## src/rtl/look_at_view_matrix_assert.svh

```systemverilog
// Assertion macros for the view matrix RTL.
`ifndef LOOK_AT_VIEW_MATRIX_ASSERT_SVH
`define LOOK_AT_VIEW_MATRIX_ASSERT_SVH
`ifndef SYNTHESIS
`define LAV_ASSERT_IMP(lbl, clk, rstn, ante, cons, msg) \
    lbl: assert property (@(posedge clk) disable iff (!rstn) (ante) |-> (cons)) \
        else $error(msg);
`define LAV_ASSERT_NXT(lbl, clk, rstn, ante, cons, msg) \
    lbl: assert property (@(posedge clk) disable iff (!rstn) (ante) |=> (cons)) \
        else $error(msg);
`else
`define LAV_ASSERT_IMP(lbl, clk, rstn, ante, cons, msg)
`define LAV_ASSERT_NXT(lbl, clk, rstn, ante, cons, msg)
`endif
`endif

```

## src/rtl/lav_pkg.sv

```systemverilog
package lav_pkg;
    localparam int UNIT_BITS     = 30;
    localparam int FRAC_BITS_DEF = 16;
    localparam int DW            = 32;
    localparam int DIR_W         = 33;
    localparam int ACC_W         = 64;

    typedef logic signed [DW-1:0]    fix_t;
    typedef logic signed [DIR_W-1:0] dir_t;
    typedef logic signed [ACC_W-1:0] acc_t;

    // One queued job: eye point, target minus eye, and the raw up vector.
    typedef struct packed {
        fix_t [2:0] eye;
        dir_t [2:0] dir;
        fix_t [2:0] upv;
    } item_t;

    // Unit vectors are Q30; dot[0..2] are eye.look, eye.right, eye.up.
    typedef struct packed {
        fix_t [2:0] look;
        fix_t [2:0] right;
        fix_t [2:0] up;
        acc_t [2:0] dot;
        logic       degen;
    } matrix_t;
endpackage

```

## src/rtl/lav_front.sv

```systemverilog
module lav_front (
    input  logic            aclk,
    input  logic            aresetn,
    input  logic            s_valid,
    output logic            s_ready,
    input  lav_pkg::fix_t   s_eye_x,
    input  lav_pkg::fix_t   s_eye_y,
    input  lav_pkg::fix_t   s_eye_z,
    input  lav_pkg::fix_t   s_target_x,
    input  lav_pkg::fix_t   s_target_y,
    input  lav_pkg::fix_t   s_target_z,
    input  lav_pkg::fix_t   s_upvec_x,
    input  lav_pkg::fix_t   s_upvec_y,
    input  lav_pkg::fix_t   s_upvec_z,
    output logic            q_valid,
    input  logic            q_ready,
    output lav_pkg::item_t  q_item
);
    import lav_pkg::*;

    localparam int QDEPTH = 2;

    item_t       in_item;
    item_t       mem_reg [QDEPTH];
    logic        wr_ptr_reg, wr_ptr_next;
    logic        rd_ptr_reg, rd_ptr_next;
    logic [1:0]  count_reg, count_next;
    logic        push, pop;

    // The direction is formed here so the back end starts on it directly.
    always_comb begin
        in_item.eye[0] = s_eye_x;
        in_item.eye[1] = s_eye_y;
        in_item.eye[2] = s_eye_z;
        in_item.upv[0] = s_upvec_x;
        in_item.upv[1] = s_upvec_y;
        in_item.upv[2] = s_upvec_z;
        in_item.dir[0] = {s_target_x[DW-1], s_target_x} - {s_eye_x[DW-1], s_eye_x};
        in_item.dir[1] = {s_target_y[DW-1], s_target_y} - {s_eye_y[DW-1], s_eye_y};
        in_item.dir[2] = {s_target_z[DW-1], s_target_z} - {s_eye_z[DW-1], s_eye_z};
    end

    assign s_ready = (count_reg != 2'(QDEPTH));
    assign q_valid = (count_reg != 2'd0);
    assign q_item  = mem_reg[rd_ptr_reg];
    assign push    = s_valid && s_ready;
    assign pop     = q_valid && q_ready;

    always_comb begin
        wr_ptr_next = push ? ~wr_ptr_reg : wr_ptr_reg;
        rd_ptr_next = pop ? ~rd_ptr_reg : rd_ptr_reg;
        count_next  = count_reg + 2'(push) - 2'(pop);
    end

    always_ff @(posedge aclk) begin
        if (!aresetn) begin
            wr_ptr_reg <= 1'b0;
            rd_ptr_reg <= 1'b0;
            count_reg  <= 2'd0;
        end else begin
            wr_ptr_reg <= wr_ptr_next;
            rd_ptr_reg <= rd_ptr_next;
            count_reg  <= count_next;
        end
    end

    always_ff @(posedge aclk) begin
        if (push) begin
            mem_reg[wr_ptr_reg] <= in_item;
        end
    end
endmodule

```

## config.mk

```make
export PLATFORM = sky130hd
export DESIGN_NAME = lav_front
export DESIGN_NICKNAME = d
export VERILOG_FILES = /design/src/rtl/look_at_view_matrix_assert.svh /design/src/rtl/lav_pkg.sv /design/src/rtl/lav_front.sv
export SDC_FILE = /design/constraint.sdc
export NUM_CORES = 1
export LEC_CHECK = 0
export BUFFER_PORTS_ARGS = -buffer_cell sky130_fd_sc_hd__buf_2
export CAP_MARGIN = 20
export CORE_AREA = 2 2 229 231
export DETAILED_ROUTE_END_ITERATION = 7
export DIE_AREA = 0 0 231 233
export PLACE_DENSITY = 0.77
export REMOVE_ABC_BUFFERS = 1
export SLEW_MARGIN = 10
export SYNTH_ARGS = -nofsm -noshare
export SYNTH_HDL_FRONTEND = slang
export SYNTH_SLANG_ARGS = --single-unit
```

## constraint.sdc

```tcl
create_clock -name aclk -period 40 [get_ports aclk]
set_clock_uncertainty 0.2 [all_clocks]
set_input_delay 6 -clock aclk [delete_from_list [all_inputs] [get_ports aclk]]
set_output_delay 6 -clock aclk [all_outputs]
set_load 0.05 [all_outputs]
```

Word-level counts from Yosys, hierarchy flattened
Memories as Yosys holds them, arrays and structs flattened. A register that Yosys moved wholly into a read port is not among the register bits. Cells that the tools add are included.

Add/subtract/negate cells: 5. Eq/ne operators: 1. Mux-type cells: 4. Bitwise operators: 2. Reductions and logical operators: 3.

Operators by type and width (count): $sub A32 B32 Y33 (3); $mux W1 (4); $add A2 B1 Y2 (1); $logic_and A1 B1 Y1 (2); $ne A2 B2 Y1 const B (1); $not A1 Y1 (2); $reduce_bool A2 Y1 (1); $sub A2 B1 Y2 (1).

Flip-flop bits (word level): 4. Memory bits (writable): 582. Input bits: 292. Output and inout port bits: 293. Logic and storage cells: 19. Memories: 1.

Memories: mem_reg (words 2, bits a word 291, read ports 1, clocked after memory_dff 1, wr ports 1, RTL line lav_front.sv:24) `item_t mem_reg [QDEPTH];`.

Longest topological paths before layout
Word-level depth: 4. Depth in mapped cells: 11. Gate-level depth less buffers: 11.

Worst setup path after synthesis
Ideal clock, no wire load.

Path kind: input-to-reg. Start point: in s_valid. End point: reg wr_ptr_reg. Library setup time: 115 ps. Arrival time: 19070 ps. Data required time: 39685 ps. Path slack: 20615 ps. Stages: 3. Path buffers: 0. Path through: nand2_1 nor2_1 o21a_1.

Cells in the longest elaborated chain, start to end: 1.

RTL lines: from (decl) (RTL line lav_front.sv:4) `input logic s_valid,`; $logic_and A1 B1 Y1 (RTL line lav_front.sv:46) `assign push = s_valid && s_ready;`; to (signal assigned) (RTL line lav_front.sv:61) `wr_ptr_reg <= wr_ptr_next;`; to (decl) (RTL line lav_front.sv:25) `logic wr_ptr_reg, wr_ptr_next;`.

No other way between the ends. A chain may end at the register's enable or synchronous reset.

==> impl_metrics.tcl <==
set metrics [dict create \
    status "finished clean" \
    synthMuxAreaShare_pct 12.36 \
    final_cell_mix "buf_2, edfxtp_1, mux2_2" \
    drtPass1Iterations 7 \
    critical_path_required_ps 33800 \
    drc 0 \
    final_antenna_net_count 0 \
    grt_pass1_wl_um 94960 \
    grt_overflow 0 \
    crit_arrival_ps 4360 \
    worstMarginPinSlew_ps 1060 \
    hold_buffers 0 \
    largest_register_ff_count 582 \
    cts_tree "built" \
    power_density_nw_per_um2 65.35 \
    ys_ff_latch 587 \
    grt_use_total_pct 23.03 \
    grt_max_degree 84 \
    criticalPathCategory "reg2out" \
    post_cts_buffers 0 \
    die_height_um 233 \
    rows 83 \
    fillCellCount 3803 \
    clock_path_buffers 3 \
    synthAdderAreaFrac_pct 4.838 \
    wl_per_cell_um 20.97 \
    finalHoldViolCount 0 \
    max_slew_margin_pct 29.35 \
    fin_nets 2738 \
    via_per_inst 5.450 \
    ys_seq_area_share_pct 66.11 \
    endpoint_kind "primary output" \
    crit_fanout 83 \
    grt_pass1_vias 17050 \
    antenna_found_initial 15 \
    routed-via-count 16850 \
    avgSynthCellArea_um2 15.28 \
    io_pins 585 \
    synthArstFlopShare_pct 0 \
    synth_compound_area_share_pct 7.186 \
    rsz0062_at_grt "no" \
    clk_latency_ps 610 \
    cts.sinks 587 \
    synth_top_area_share_pct 65.73 \
    layout_commonest_cell "buf_2" \
    synth_top_family_by_area "multiplexers" \
    drive_gt1_share_pct 42.12 \
    fmax_ghz 0.09466 \
    cts-root-buf "clkbuf_16" \
    min_period_ps 10560 \
    slew_violations 0 \
    hpwl_um 47560 \
    place.gp.congestion 0.9370 \
    cap_violations 0 \
    start_util_pct 52.04 \
    die_w_um 231 \
    synth_area_leaders "edfxtp_1, mux2_2, ha_1" \
    routed_wl_um 64830 \
    ys_warn_count 0 \
    drt_iter0_drc 1190 \
    worst_setup_path_start_kind "flop" \
    peakVddDrop_v 0.00005473 \
    htree_levels 2 \
    finalHoldWorstSlack_ps 351.4 \
    min_period_over_period_pct 26.41 \
    min_path_type "reg2reg" \
    cts_resized 0 \
    portBuffers 584 \
    design.core.area_um2 51090 \
    numCtsBuffers 58 \
    synthFlopType "edfxtp_1" \
    leakage_nw 12.66 \
    synth-xor-area-share_pct 2.866 \
    finalSetupViolations 0 \
    finalSetupTns_ps 0 \
    dieArea_um2 53820 \
    synth_edf_count 582 \
    synth_top_cell_by_area "edfxtp_1" \
    synth_cell_types 83 \
    area_growth_pct 21.07 \
    synth_simple_gate_area_share_pct 4.165 \
    syn-instance-count 1740 \
    clk_pin_slew_ps 60 \
    syn_area_um2 26590 \
]
path summary, 6_finish.rpt:
path | from | cells past startpoint | to | slack, ps
max | flop | 5 | q_item[40] | 29440
min | rd_ptr_reg | 2 | rd_ptr_reg | 350
max reg2reg | count_reg[0] | 5 | mem_reg[1][100] | 36010
min reg2reg | rd_ptr_reg | 2 | rd_ptr_reg | 350
cell usage after synthesis (all sizes together), types with 4 or more instances:
cell    instances
edfxtp        582
mux2          291
inv           123
a21oi          99
ha             98
nand2          64
o21ai          55
xnor2          53
clkbuf         49
nor2           45
a21o           34
xor2           34
nor2b          18
nand3          17
o21a           13
a31oi          12
nand4          12
and3           10
and2            9
nand2b          8
o211ai          8
o21bai          8
nor3            7
o31ai           7
or2             7
a41oi           5
dfxtp           5
nor4b           5
a211o           4
nor4            4
o22ai           4
or3             4
cells by family (layout without fill, tap and decap cells):
logic type,Yosys count,after routing
AND/OR/NAND/NOR,215,215
flip-flops,587,587
other,0,18
adder cells (fa/ha/maj),101,101
XOR/XNOR,87,87
AO/OA/AOI/OAI,284,284
multiplexers,292,292
buffers and inverters,174,827
report_power, final:
group | leakage [nW] | switching, mW | internal, mW
logic | 6.27 | 0.553 | 0.210
registers | 5.48 | 0.0243 | 0.783
clock network | 0.913 | 0.226 | 0.308
total | 12.7 | 0.803 | 1.30
area by class of cell:
| cell class | count | area [um^2] | area share (%) |
|---|---|---|---|
| Multi-Input combinational cell | 979 | 8366 | 25.99 |
| Clock inverter | 36 | 319.1 | 0.9911 |
| Antenna cell | 18 | 45.04 | 0.1399 |
| Tap cell | 680 | 850.8 | 2.643 |
| Inverter | 123 | 461.7 | 1.434 |
| Clock buffer | 72 | 1555 | 4.831 |
| Sequential cell | 587 | 17580 | 54.61 |
| Timing Repair Buffer | 596 | 3013 | 9.359 |
critical path, stage by stage (launching register included):
cell and delay (ps):
dfxtp_4 600, buf_4 720, buf_4 730, buf_4 870, mux2_2 440, buf_2 220
per-stage QoR:
step                power, mW  setup slack, ps  utilization, %  cells  cell area [um^2]
CTS                     2.119            29400           62.92   3073             32150
detailed placement      1.584            30080           59.25   2965             30270
finish                  2.104            29440           63.00   3091             32190
global route            2.176            29200           62.99   3088             32180
floorplan               1.453            20610               -   1689             26390
global placement        1.573            30210           59.25   2965             30270
metal layers:
layer | track usage [%] | share of wire (%)
met2 | 39.79 | 51
met1 | 27.37 | 38
met5 | 0 | 0.020
met3 | 5.502 | 7.5
met4 | 10.38 | 4.0
(Power assumes the default switching activity.)
