**src/rtl/look_at_view_matrix_assert.svh**
```systemverilog
// Assertion macros for the view matrix RTL.
`ifndef LOOK_AT_VIEW_MATRIX_ASSERT_SVH
`define LOOK_AT_VIEW_MATRIX_ASSERT_SVH
`ifndef SYNTHESIS
`define LAV_ASSERT_IMP(lbl, clk, rstn, ante, cons, msg) \
    lbl: assert property (@(posedge clk) disable iff (!rstn) (ante) |-> (cons)) \
        else $error(msg);
`define LAV_ASSERT_NXT(lbl, clk, rstn, ante, cons, msg) \
    lbl: assert property (@(posedge clk) disable iff (!rstn) (ante) |=> (cons)) \
        else $error(msg);
`else
`define LAV_ASSERT_IMP(lbl, clk, rstn, ante, cons, msg)
`define LAV_ASSERT_NXT(lbl, clk, rstn, ante, cons, msg)
`endif
`endif

```
**src/rtl/lav_pkg.sv**
```systemverilog
package lav_pkg;
    localparam int UNIT_BITS     = 30;
    localparam int FRAC_BITS_DEF = 16;
    localparam int DW            = 32;
    localparam int DIR_W         = 33;
    localparam int ACC_W         = 64;

    typedef logic signed [DW-1:0]    fix_t;
    typedef logic signed [DIR_W-1:0] dir_t;
    typedef logic signed [ACC_W-1:0] acc_t;

    // One queued job: eye point, target minus eye, and the raw up vector.
    typedef struct packed {
        fix_t [2:0] eye;
        dir_t [2:0] dir;
        fix_t [2:0] upv;
    } item_t;

    // Unit vectors are Q30; dot[0..2] are eye.look, eye.right, eye.up.
    typedef struct packed {
        fix_t [2:0] look;
        fix_t [2:0] right;
        fix_t [2:0] up;
        acc_t [2:0] dot;
        logic       degen;
    } matrix_t;
endpackage

```
**src/rtl/lav_rows.sv**
```systemverilog
module lav_rows #(
    parameter int FRAC_BITS = lav_pkg::FRAC_BITS_DEF
) (
    input  logic              aclk,
    input  logic              aresetn,
    input  logic              mat_valid,
    output logic              mat_ready,
    input  lav_pkg::matrix_t  mat,
    output logic              m_valid,
    input  logic              m_ready,
    output logic [1:0]        m_row_index,
    output lav_pkg::fix_t     m_col0,
    output lav_pkg::fix_t     m_col1,
    output lav_pkg::fix_t     m_col2,
    output lav_pkg::fix_t     m_col3,
    output logic              m_degenerate,
    output logic              m_last_row
);
    import lav_pkg::*;

    localparam int        SH      = UNIT_BITS - FRAC_BITS;
    localparam logic [1:0] ROW_LAST = 2'd3;
    localparam fix_t      ONE_FIX = fix_t'(1) << FRAC_BITS;

    // Q30 to the output format, truncating toward zero.
    function automatic fix_t unit_to_fix(input fix_t q);
        logic [DW-1:0] a;
        logic [DW-1:0] m;
        a = q[DW-1] ? (~q + 1'b1) : q;
        m = a >> SH;
        unit_to_fix = q[DW-1] ? (~m + 1'b1) : m;
    endfunction

    // Negated dot product scaled down by 2^30, truncated toward zero, saturated.
    function automatic fix_t neg_dot(input acc_t s);
        logic [ACC_W-1:0]          a;
        logic [ACC_W-UNIT_BITS-1:0] m;
        a = s[ACC_W-1] ? (~s + 1'b1) : s;
        m = a[ACC_W-1:UNIT_BITS];
        if (s[ACC_W-1]) begin
            neg_dot = (m > (ACC_W-UNIT_BITS)'(32'h7FFF_FFFF)) ? fix_t'(32'h7FFF_FFFF)
                                                             : fix_t'(m[DW-1:0]);
        end else begin
            neg_dot = (m > (ACC_W-UNIT_BITS)'(32'h8000_0000)) ? fix_t'(32'h8000_0000)
                                                             : fix_t'(~m[DW-1:0] + 1'b1);
        end
    endfunction

    logic        busy_reg, busy_next;
    logic [1:0]  row_reg, row_next;
    logic        degen_reg;
    fix_t        ent_reg [4][3];
    logic        load, beat;

    assign beat      = busy_reg && m_ready;
    assign mat_ready = !busy_reg || (m_ready && (row_reg == ROW_LAST));
    assign load      = mat_valid && mat_ready;

    always_comb begin
        busy_next = busy_reg;
        row_next  = row_reg;
        if (beat) begin
            if (row_reg == ROW_LAST) begin
                busy_next = 1'b0;
                row_next  = 2'd0;
            end else begin
                row_next = row_reg + 2'd1;
            end
        end
        if (load) begin
            busy_next = 1'b1;
            row_next  = 2'd0;
        end
    end

    always_ff @(posedge aclk) begin
        if (!aresetn) begin
            busy_reg <= 1'b0;
            row_reg  <= 2'd0;
        end else begin
            busy_reg <= busy_next;
            row_reg  <= row_next;
        end
    end

    always_ff @(posedge aclk) begin
        if (load) begin
            for (int k = 0; k < 3; k++) begin
                ent_reg[k][0] <= unit_to_fix(mat.right[k]);
                ent_reg[k][1] <= unit_to_fix(mat.up[k]);
                ent_reg[k][2] <= unit_to_fix(mat.look[k]);
            end
            ent_reg[3][0] <= neg_dot(mat.dot[1]);
            ent_reg[3][1] <= neg_dot(mat.dot[2]);
            ent_reg[3][2] <= neg_dot(mat.dot[0]);
            degen_reg     <= mat.degen;
        end
    end

    assign m_valid      = busy_reg;
    assign m_row_index  = row_reg;
    assign m_col0       = ent_reg[row_reg][0];
    assign m_col1       = ent_reg[row_reg][1];
    assign m_col2       = ent_reg[row_reg][2];
    assign m_col3       = (row_reg == ROW_LAST) ? ONE_FIX : '0;
    assign m_degenerate = degen_reg;
    assign m_last_row   = (row_reg == ROW_LAST);
endmodule

```
**config.mk**
```make
export PLATFORM = sky130hd
export DESIGN_NAME = lav_rows
export DESIGN_NICKNAME = d
export VERILOG_FILES = /design/src/rtl/look_at_view_matrix_assert.svh /design/src/rtl/lav_pkg.sv /design/src/rtl/lav_rows.sv
export SDC_FILE = /design/constraint.sdc
export NUM_CORES = 1
export LEC_CHECK = 0
export BUFFER_PORTS_ARGS = -buffer_cell sky130_fd_sc_hd__buf_2
export CAP_MARGIN = 20
export CORE_AREA = 2 2 242 244
export DETAILED_ROUTE_END_ITERATION = 16
export DIE_AREA = 0 0 244 246
export PLACE_DENSITY_LB_ADDON = 0.3
export SYNTH_ARGS = -nofsm -noshare
export SYNTH_HDL_FRONTEND = slang
export SYNTH_SLANG_ARGS = --single-unit
```
**constraint.sdc**
```tcl
create_clock -name aclk -period 15.8 [get_ports aclk]
set_input_delay 3.16 -clock aclk [delete_from_list [all_inputs] [get_ports aclk]]
set_output_delay 3.16 -clock aclk [all_outputs]
set_load 0.02 [all_outputs]
```
-- After elaboration in Yosys (flattened, before gate mapping)
Memory sizes are Yosys's and may differ from the RTL's. A register that Yosys moved wholly into a read port is not among the register bits.
Cells that the tools add are included.
- bits in registers: 4
- RAM bits: 384
- memories kept: 1
- $add $sub $neg: 25
- magnitude comparators: 6
- eq/ne operators: 1
- muxes and demuxes: 42
- bitwise operators: 25
- reductions and logical operators: 9
- memories (memory ; depth ; bits a word ; read ports ; clocked after Yosys merged registers in ; write ports ; RTL line ; text):
    ent_reg ; 4 ; 96 ; 1 ; 1 ; 4 ; lav_rows.sv:52 ; fix_t ent_reg [4][3];
- operators by type and width (operator ; number):
    32-bit 2-to-1 mux ; 30
    32-bit by 1-bit adder with 32-bit output, second input constant ; 21
    32-bit inverter ; 12
    18-bit inverter with 32-bit output ; 9
    64-bit by 1-bit adder with 64-bit output, second input constant ; 3
    64-bit 2-to-1 mux ; 3
    64-bit inverter ; 3
    34-bit by 31-bit greater-than comparator with 1-bit output, second input constant ; 3
    34-bit by 32-bit greater-than comparator with 1-bit output, second input constant ; 3
    17-bit 2-to-1 mux ; 1
    2-bit 2-to-1 mux ; 3
    1-bit 2-to-1 mux ; 5
    2-bit nonzero test ; 2
    1-bit logical AND ; 3
    2-bit by 1-bit adder with 2-bit output, second input constant ; 1
    2-bit == test, second input constant ; 1
    2-bit AND reduction ; 1
    2-bit OR reduction ; 1
    1-bit zero test ; 1
    1-bit logical OR ; 1
    1-bit inverter ; 1

-- Logic depth before layout (Yosys ltp)
Gate-level depths: netlist of run 1.
- word-level depth: 8
- mapped depth: 17

-- Worst setup path before layout of run 1
No wires, ideal clock.
- path kind: in2reg
- from: in m_ready
- to: reg with a tool-made name
- arrival time: 12.928 ns
- required time: 15.669 ns
- path slack: 2.741 ns
- stages: 5
- buffers on the path: 0
- cells stage by stage: nand2_1 -> nand2_1 -> and2_1 -> nand2b_1 -> nor2_1
- RTL lines (what ; RTL line ; text):
    from (decl) ; lav_rows.sv:10 ; input logic m_ready,

==> results.txt, run 1 <==
For this run the aggregate overflow at the end of global routing stands at 0. The static leakage power is roughly 11 nW. The number of H-tree branching levels is 2.

The number of maximum-capacitance constraint violations is 0. The worst hold path begins at m_row_index[1]. The worst register-to-register path has a depth of 6.

The net count of the finished layout is about 3600. Counting flops with an async set or reset pin after synthesis yields a share of 0. In this run the remaining antenna-violating nets after routing total 0. The post-detailed-routing wire length is about 89000 microns. Synthesis handed over a netlist of 2644 instances. In this run the tightest slew margin relative to its limit is 0.252. The launching element type of the critical path is an input port. The register-to-register path setup slack came out at between 10 and 15 ns. The worst hold path was traced through 2 stages.

The clock tree from TritonCTS is done. The largest individual stage delay along the critical path comes from the cell sky130_fd_sc_hd__o21ai_2. The largest voltage drop on the vdd net is between 70 and 80 uV. The register cell area after layout is 11700 sq um. After detailed routing, the average wire length per cell comes to approximately 23 microns. The master cell of the clock root buffer is sky130_fd_sc_hd__clkbuf_16. Walking the worst path, the cells encountered are buf_2 -> nor4_1 -> nand4_1 -> or2_2 -> o21ai_0 -> xor2_1 -> ha_1 -> nand2b_1 -> mux2i_1 -> nand3_1 -> nor3_1 -> nand4bb_1 -> o21ai_2 -> nor2_1 -> nor4_1.

The DRC violation total after the first TritonRoute iteration came out at 2460. The portion of the clock cycle consumed by the worst path in the final layout is 0.503. The total I/O pin count came out at around 620. The estimated wirelength of the detail-placed design came out at approximately 68000 microns. The number of endpoints with negative hold slack in the final report is 0. For the worst-skew pair, the clock arrives at the later sink with an insertion delay of slightly below 0.6 ns. The area overhead of the layout relative to synthesis came out at 17.3%. The initial utilization of the core area, before any placement, comes to 0.477.

Counting stages on the worst path, the most repeated cell is sky130_fd_sc_hd__nor4_1. Setup repair after global routing left no endpoint under its margin. Summing all multi-input logic gate instances after layout gives ~15000 sq um. The number of fill cells in the layout is 5008.

The number of antenna violations at the first check in global routing is 25. For this run, the share of the core covered by cells in the final layout is 0.559. The number of DRC violations after detailed routing is 0. Routability-driven placement finished with a final weighted congestion of between 0.9 and 1. The first global-routing pass estimated roughly 130000 microns of wire. The number of sinks on the clock net is slightly below 400. The pin slew with the least headroom to its limit is around 1.1 ns.

The share of layout cells above drive strength 1 came out at 0.270. The smallest clock period supported by the final layout is computed as ~8.0 ns. In this run the tool buffered the top-level ports with between 500 and 600 buffer cells. The largest fanout of any net on the critical path came out at 21. The buffers inserted during post-CTS setup optimization came out at 0.

The number of distinct library cells after synthesis is a little over 100. The die is 244 microns wide. Hold repair after CTS inserted 0 buffers. On the critical path the largest part of the delay comes from simple AND/OR/NAND/NOR gates. The number of slew-limit violations in the final report came out at 0. The overall die height is between 200 and 250 microns. The die covers 60000 sq um.

The number of standard-cell rows in the floorplan came out at slightly below 90. Together, buffers and inverters on the worst path number 1. The average via count per standard cell is approximately 6.2. The critical path in this run is classified as input port to flop. The total of flip-flops plus latches after synthesis is slightly below 400. The worst min-delay path category is flop to flop. At the worst endpoint, the arrival time is 8.33 ns.

The mean area per synthesized cell is 10.3 sq um. The routed via count is about 24000. The clock tree buffer depth came out at 3. The maximum clock frequency came out at ~130 MHz. The total negative slack is 0 ns. The count of endpoints failing setup in the final report is 0.

The clock edge transition at the registers on the reported setup and hold paths came out at around 0.060 ns. The number of global-route vias before repair came out at roughly 23000. TritonCTS created 46 clock buffers. The share of the Yosys chip area taken by registers is 0.426. Hold timing on the final database bottoms out at a slack of 0.483 ns. The number of cells upsized or downsized after cts is 0. Across every metal layer, demand over resource in global routing totals 0.286. The worst endpoint required time is roughly 16 ns. The combined area of all synthesized cells is ~27000 sq um.

The capture point of the worst reg-to-reg path is ent_reg[2][71]. STA classifies the critical path endpoint as a flop. The flow ran to the end, and the final reports show no timing, DRC or antenna violations.

The count of warnings emitted by yosys came out at 0. After floorplanning, the core was sized to cover roughly 57000 sq um. The worst-case clock skew is a little over 0.02 ns. The number of enable-type register cells in the synthesized netlist came out at 385. The source of the worst register-to-register timing path is m_row_index[0].

For this run, the leading register cell type out of synthesis is sky130_fd_sc_hd__edfxtp_1. Entering global routing, the biggest net connects ~190 pins. The number of flip-flops under the largest register name is roughly 380. The stage delay of the slowest cell on the critical path is 0.84 ns. The number of detailed-routing iterations run before antenna repair came out at 6. Dividing total power by cell area gives a power density of around 85 nW/um^2.
-- layer usage --
metal | global-route usage | routed length, microns | part of all wire
met3 | 0.0402 | 7360 | 0.082
met5 | 0 | 98 | 0.0011
met1 | 0.377 | 35000 | 0.39
met4 | 0.107 | 3280 | 0.037
met2 | 0.481 | 43500 | 0.49
-- report_power, final --
part	switching, mW	internal, mW
clock network	0.430	0.595
registers	0.0267	1.22
logic	0.286	0.178
-- cell type report --
type	instances	share of cell area
clock buffer	55	0.0376
timing repair buffer	607	0.0966
multi-input combinational	2033	0.458
inverter	44	0.00515
tap	765	0.0298
clock inverter	26	0.00729
antenna	28	0.00218
sequential	390	0.364
-- how the worst max path moves through the flow --
| stage | start | end | slack [ns] | cells after the start |
|---|---|---|---|---|
| 2_1_floorplan | m_ready | flop | 2.74 | 5 |
| 3_3_place_gp | mat[70] | ent_reg[3][89] | 7.62 | 15 |
| 3_5_place_dp | mat[70] | ent_reg[3][89] | 7.35 | 15 |
| 4_1_cts | mat[70] | ent_reg[3][89] | 7.96 | 15 |
| 5_1_grt | mat[70] | ent_reg[3][89] | 7.42 | 15 |
| 6_report | mat[70] | ent_reg[3][89] | 7.85 | 15 |
-- worst reg2reg max path, delay by kind of cell, from the launching register on --
kind	cells	cell delay [ns]
simple gates	3	1.04
flops	1	0.38
buf+inv	2	1.66
fa+ha+maj	1	0.23
-- cell usage in the layout (no fill, tap or decap), types with 29 or more instances in the layout --
cell                        synthesis  layout
sky130_fd_sc_hd__or3_1             49      49
sky130_fd_sc_hd__and3_1            37      37
sky130_fd_sc_hd__mux2i_1           29      29
sky130_fd_sc_hd__nand4_1           45      45
sky130_fd_sc_hd__inv_1             42      42
sky130_fd_sc_hd__mux4_2            96      96
sky130_fd_sc_hd__o21ai_0          118     118
sky130_fd_sc_hd__o31ai_1           43      43
sky130_fd_sc_hd__o21a_1            52      52
sky130_fd_sc_hd__nor2_1           160     160
sky130_fd_sc_hd__buf_2             13     587
sky130_fd_sc_hd__xnor2_1          177     177
sky130_fd_sc_hd__edfxtp_1         385     385
sky130_fd_sc_hd__nor4_1            86      86
sky130_fd_sc_hd__nand3_1          103     103
sky130_fd_sc_hd__or4_1             31      31
sky130_fd_sc_hd__conb_1             1      31
sky130_fd_sc_hd__nor3_1            96      96
sky130_fd_sc_hd__or2_2             33      33
sky130_fd_sc_hd__o31a_1            30      30
sky130_fd_sc_hd__nand2_1          217     217
sky130_fd_sc_hd__xor2_1           135     135
sky130_fd_sc_hd__clkbuf_16          0      47
sky130_fd_sc_hd__a21oi_1          102     102
-- stage by stage --
step | power [mW] | area, sq um | worst slack, ns | instances
after detailed placement | 1.72 | 30600 | 7.35 | 3839
after global placement | 1.71 | 30600 | 7.62 | 3838
after floorplan | 1.55 | 27500 | 2.74 | 2674
after CTS | 2.75 | 32000 | 7.96 | 3920
after global routing | 2.83 | 32100 | 7.42 | 3934
final | 2.73 | 32100 | 7.85 | 3948
-- cell families after synthesis --
kind of cell / after synthesis / synth area share
AO/OA/AOI/OAI: 563 / 0.143
buffers and inverters: 251 / 0.0408
adder cells (fa/ha/maj): 13 / 0.00595
multiplexers: 142 / 0.0967
flip-flops: 390 / 0.426
XOR/XNOR: 312 / 0.0999
AND/OR/NAND/NOR: 972 / 0.187
other: 1 / 0.000137
-- cell usage after synthesis (all sizes together), types with 52 or more instances --
cell    count  share of area
nand2     217          0.030
nor2      162          0.023
o21ai     128          0.024
xor2      135          0.043
nor4       87          0.020
nand3     103          0.019
mux4       96          0.079
buf        80          0.017
edfxtp    385           0.42
clkbuf    127          0.017
xnor2     177          0.057
a21oi     103          0.019
o21a       52          0.014
nor3      101          0.019
Note: power is estimated with default switching activity, not from simulation.
==> inputs of run 2 (changes only) <==
==> constraint.sdc (replaced) <==
create_clock -name aclk -period 7.1 [get_ports aclk]
set_input_delay 1.42 -clock aclk [delete_from_list [all_inputs] [get_ports aclk]]
set_output_delay 1.42 -clock aclk [all_outputs]
set_load 0.02 [all_outputs]
==> run 2 against run 1 <==
  * Critical path depth shrank 2
  * Routed wire length barely moved
  * Clock-buffer cell count increased by 1
  * Final cell count is 0.18% higher
  * Global-route usage is 0.059 points higher
  * Final area grew 0.52%
  * Non-clock buffer count grew 8
  * Critical path type unchanged
  * Critical endpoint is now ent_reg[3][55]
  * Largest cell class unchanged
  * Largest power group unchanged
==> results.txt, run 2 (synthesis gave the netlist of run 1 again) <==
The number of buffers inserted by hold repair at cts came out at 0 (unchanged). The number of cells upsized or downsized after cts is 0 (unchanged). The internal power summed over all cells is 4.55 mW (+130%). The number of cell instances on the worst register-to-register path came out at 5 (-1). The worst hold path cell count is 2 (unchanged). The combinational cell fraction of total power came out at 0.165 (-0.005). The slowest cell on the critical path is sky130_fd_sc_hd__nor4_1.

The library cells used most frequently in the layout, excluding fill and tap cells, are sky130_fd_sc_hd__buf_2, sky130_fd_sc_hd__edfxtp_1, sky130_fd_sc_hd__nand2_1. The routed via count came out at 24400 (-0.065%). The average wire length per cell after detail routing came out at 22.5 microns (-0.23%). The final RePlAce weighted congestion is 0.948 (about the same).

The power per cell area came out at 193 nW/um^2 (+130%). The signal on the critical path passes through buf_2 -> nor4_1 -> nand2_1 -> o31ai_1 -> xor2_1 -> ha_1 -> inv_1 -> or4b_4 -> or4b_1 -> nor2_4 -> a21oi_4 -> or2_2 -> o21ai_0. The fraction of power consumed by sequential logic came to 0.446 (-0.009).

The maximum number of pins on one net before global-route repair is 158 (-16%). The final standard cell utilization of the core is 0.562 (+0.00290). The register-to-register path setup slack came out at 4.52 ns (-7.56 ns). The source of the worst register-to-register timing path is m_row_index[0].

The aggregate global-route resource usage came out at 0.287 (+0.000588). The clock tree from TritonCTS is done. The number of buffers inserted during clock tree synthesis is 46 (unchanged). The number of antenna violations at the first check in global routing came out at 25 (unchanged). Leaving out fill and tap cells, the most frequent cell in the layout is sky130_fd_sc_hd__buf_2. The estimated wirelength of the detail-placed design is 67800 microns (-0.43%). The number of detailed-routing iterations run before antenna repair is 6 (unchanged). The die boundary width came out at 244 microns (unchanged). The worst setup path is launched from an input port. The number of standard-cell rows in the floorplan is 88 (unchanged). The clock edge transition at the registers on the reported setup and hold paths came out at 0.06 ns (about the same). The number of sinks on the clock net came out at 390 (unchanged). The overall die height came to 246 microns (unchanged). The maximum clock frequency came out at 173 MHz. By startpoint and endpoint, the worst setup path is classified as input port to flop. The stage delay of the slowest cell on the critical path is 0.84 ns (about the same). The minimum setup slack after placement was 0.732 ns (-6.62 ns). The number of slew-limit violations in the final report came out at 0 (unchanged). In this run the most critical hold path is launched from m_row_index[1]. The share of total power in the clock network is 0.389 (+0.014). The residual overflow from global routing came out at 0 (unchanged). The net count of the finished layout was 3628 (+0.22%). The total negative slack came out at 0 ns (unchanged).

The post-detailed-routing wire length came out at 89200 microns (about the same). The number of buffers and inverters on the critical path was 2 (+1). The number of H-tree branching levels is 2 (unchanged). The arrival time reported for the critical path endpoint came out at 6.18 ns (-2.15 ns). The final instance area came out at 32300 sq um (+0.52%).

The average via count per standard cell came out at 6.18 (-0.24%). The DRC violation total after the first TritonRoute iteration came out at 2484 (+0.98%). The number of fill cells in the layout was 4930 (-1.6%). The clock tree buffer depth came to 3 (unchanged).

The min-delay analysis places its worst path in the category flop to flop. The standard cell area after detailed placement is 30700 sq um (+0.25%). The relative max-transition margin came out at 0.310 (+0.0584).

The overall die area came to 60000 sq um (unchanged). The number of flip-flops under the largest register name is 384 (unchanged). The clock latency reported for the late side of the worst-skew pair came out at 0.58 ns (about the same). The share of layout cells above drive strength 1 is 0.272 (+0.00190). Setup repair after global routing left no endpoint under its margin.

The switching power is 1.67 mW (+120%). The count of endpoints failing setup in the final report is 0 (unchanged). STA classifies the critical path endpoint as a flop. The static leakage power came out at 11.4 nW (+0.71%). The number of global-route vias before repair came out at 23000 (+0.90%). The post-layout total power is 6.23 mW (+130%).

The effective utilization at floorplan is 0.477 (unchanged). The pin slew with the least headroom to its limit came out at 1.03 ns (-0.0913 ns). The capture point of the worst reg-to-reg path is ent_reg[1][64]. The worst path needs a little under 6 ns of the cycle, external delays included. The family with the most delay on the worst path is simple AND/OR/NAND/NOR gates. The area overhead of the layout relative to synthesis is 17.9%. The flow ran to the end, and the final reports show no timing, DRC or antenna violations. In this run the worst setup path begins at mat[156]. The number of maximum-capacitance constraint violations is 0 (unchanged). The worst-case clock skew came to 0.0228 ns (+0.00246 ns). The tree is rooted in a sky130_fd_sc_hd__clkbuf_16.

The post-route worst setup slack came out at 1.33 ns (-6.52 ns). The net switching fraction of the power came out at 0.268 (-0.00319). The worst endpoint required time came to 7.51 ns (-8.67 ns). The largest fanout of any net on the critical path came out at 18 (-14%). The largest voltage drop on the vdd net came to 184 uV (+140%).

The total I/O pin count is 619 (unchanged). The number of endpoints with negative hold slack in the final report came out at 0 (unchanged). The placeable core region came out at 57400 sq um (unchanged). The wire length of the first global-routing pass is 134000 microns (+0.55%). Dividing the final minimum period by the clock period gives 0.813. The remaining antenna violation count is 0 (unchanged). The count of input and output buffers is 587 (unchanged). The number of DRC violations after detailed routing is 0 (unchanged).

The buffers inserted during post-CTS setup optimization came to 0 (unchanged).
## run 2: worst max-delay path by stage
stage | endpoint | depth (start not counted)
final | ent_reg[3][55] | 13
after global routing | ent_reg[3][89] | 16
after CTS | ent_reg[3][56] | 13
after global placement | ent_reg[3][56] | 13
after detailed placement | ent_reg[3][56] | 13
after floorplan | flop | 5
## run 2: area by class of cell
class	count	area, sq um	share of cell area
Multi-Input combinational cell	2033	14700	0.455
Sequential cell	390	11700	0.362
Tap cell	765	957	0.0297
Clock buffer	56	1220	0.0378
Clock inverter	28	315	0.00978
Inverter	44	165	0.00512
Timing Repair Buffer	615	3180	0.0987
Antenna cell	24	60.1	0.00186
## run 2: per-layer routing
metal	global-route usage	part of all wire
met2	0.477	0.49
met4	0.117	0.041
met3	0.0483	0.079
met5	0	0.00094
met1	0.373	0.39
## run 2: power groups by stage
stage | sequential, mW | clock [mW] | combinational (mW)
floorplan | 2.80 | 0 | 0.632
global placement | 2.82 | 0 | 0.995
detailed placement | 2.82 | 0 | 1.02
CTS | 2.78 | 2.46 | 1.02
global route | 2.79 | 2.54 | 1.11
finish | 2.78 | 2.42 | 1.03
## run 2: worst min-delay path, stage by stage, from the launching register on
cell                      delay, ns
sky130_fd_sc_hd__dfxtp_1       0.33
sky130_fd_sc_hd__nand2_1       0.06
sky130_fd_sc_hd__a21oi_1       0.07
## run 2: through the flow
step / std cells / hold slack (ns)
2_1_floorplan: 2674 / 0.557
6_report: 3955 / 0.509
3_3_place_gp: 3844 / 0.476
5_1_grt: 3945 / 0.553
4_1_cts: 3930 / 0.506
3_5_place_dp: 3846 / 0.497
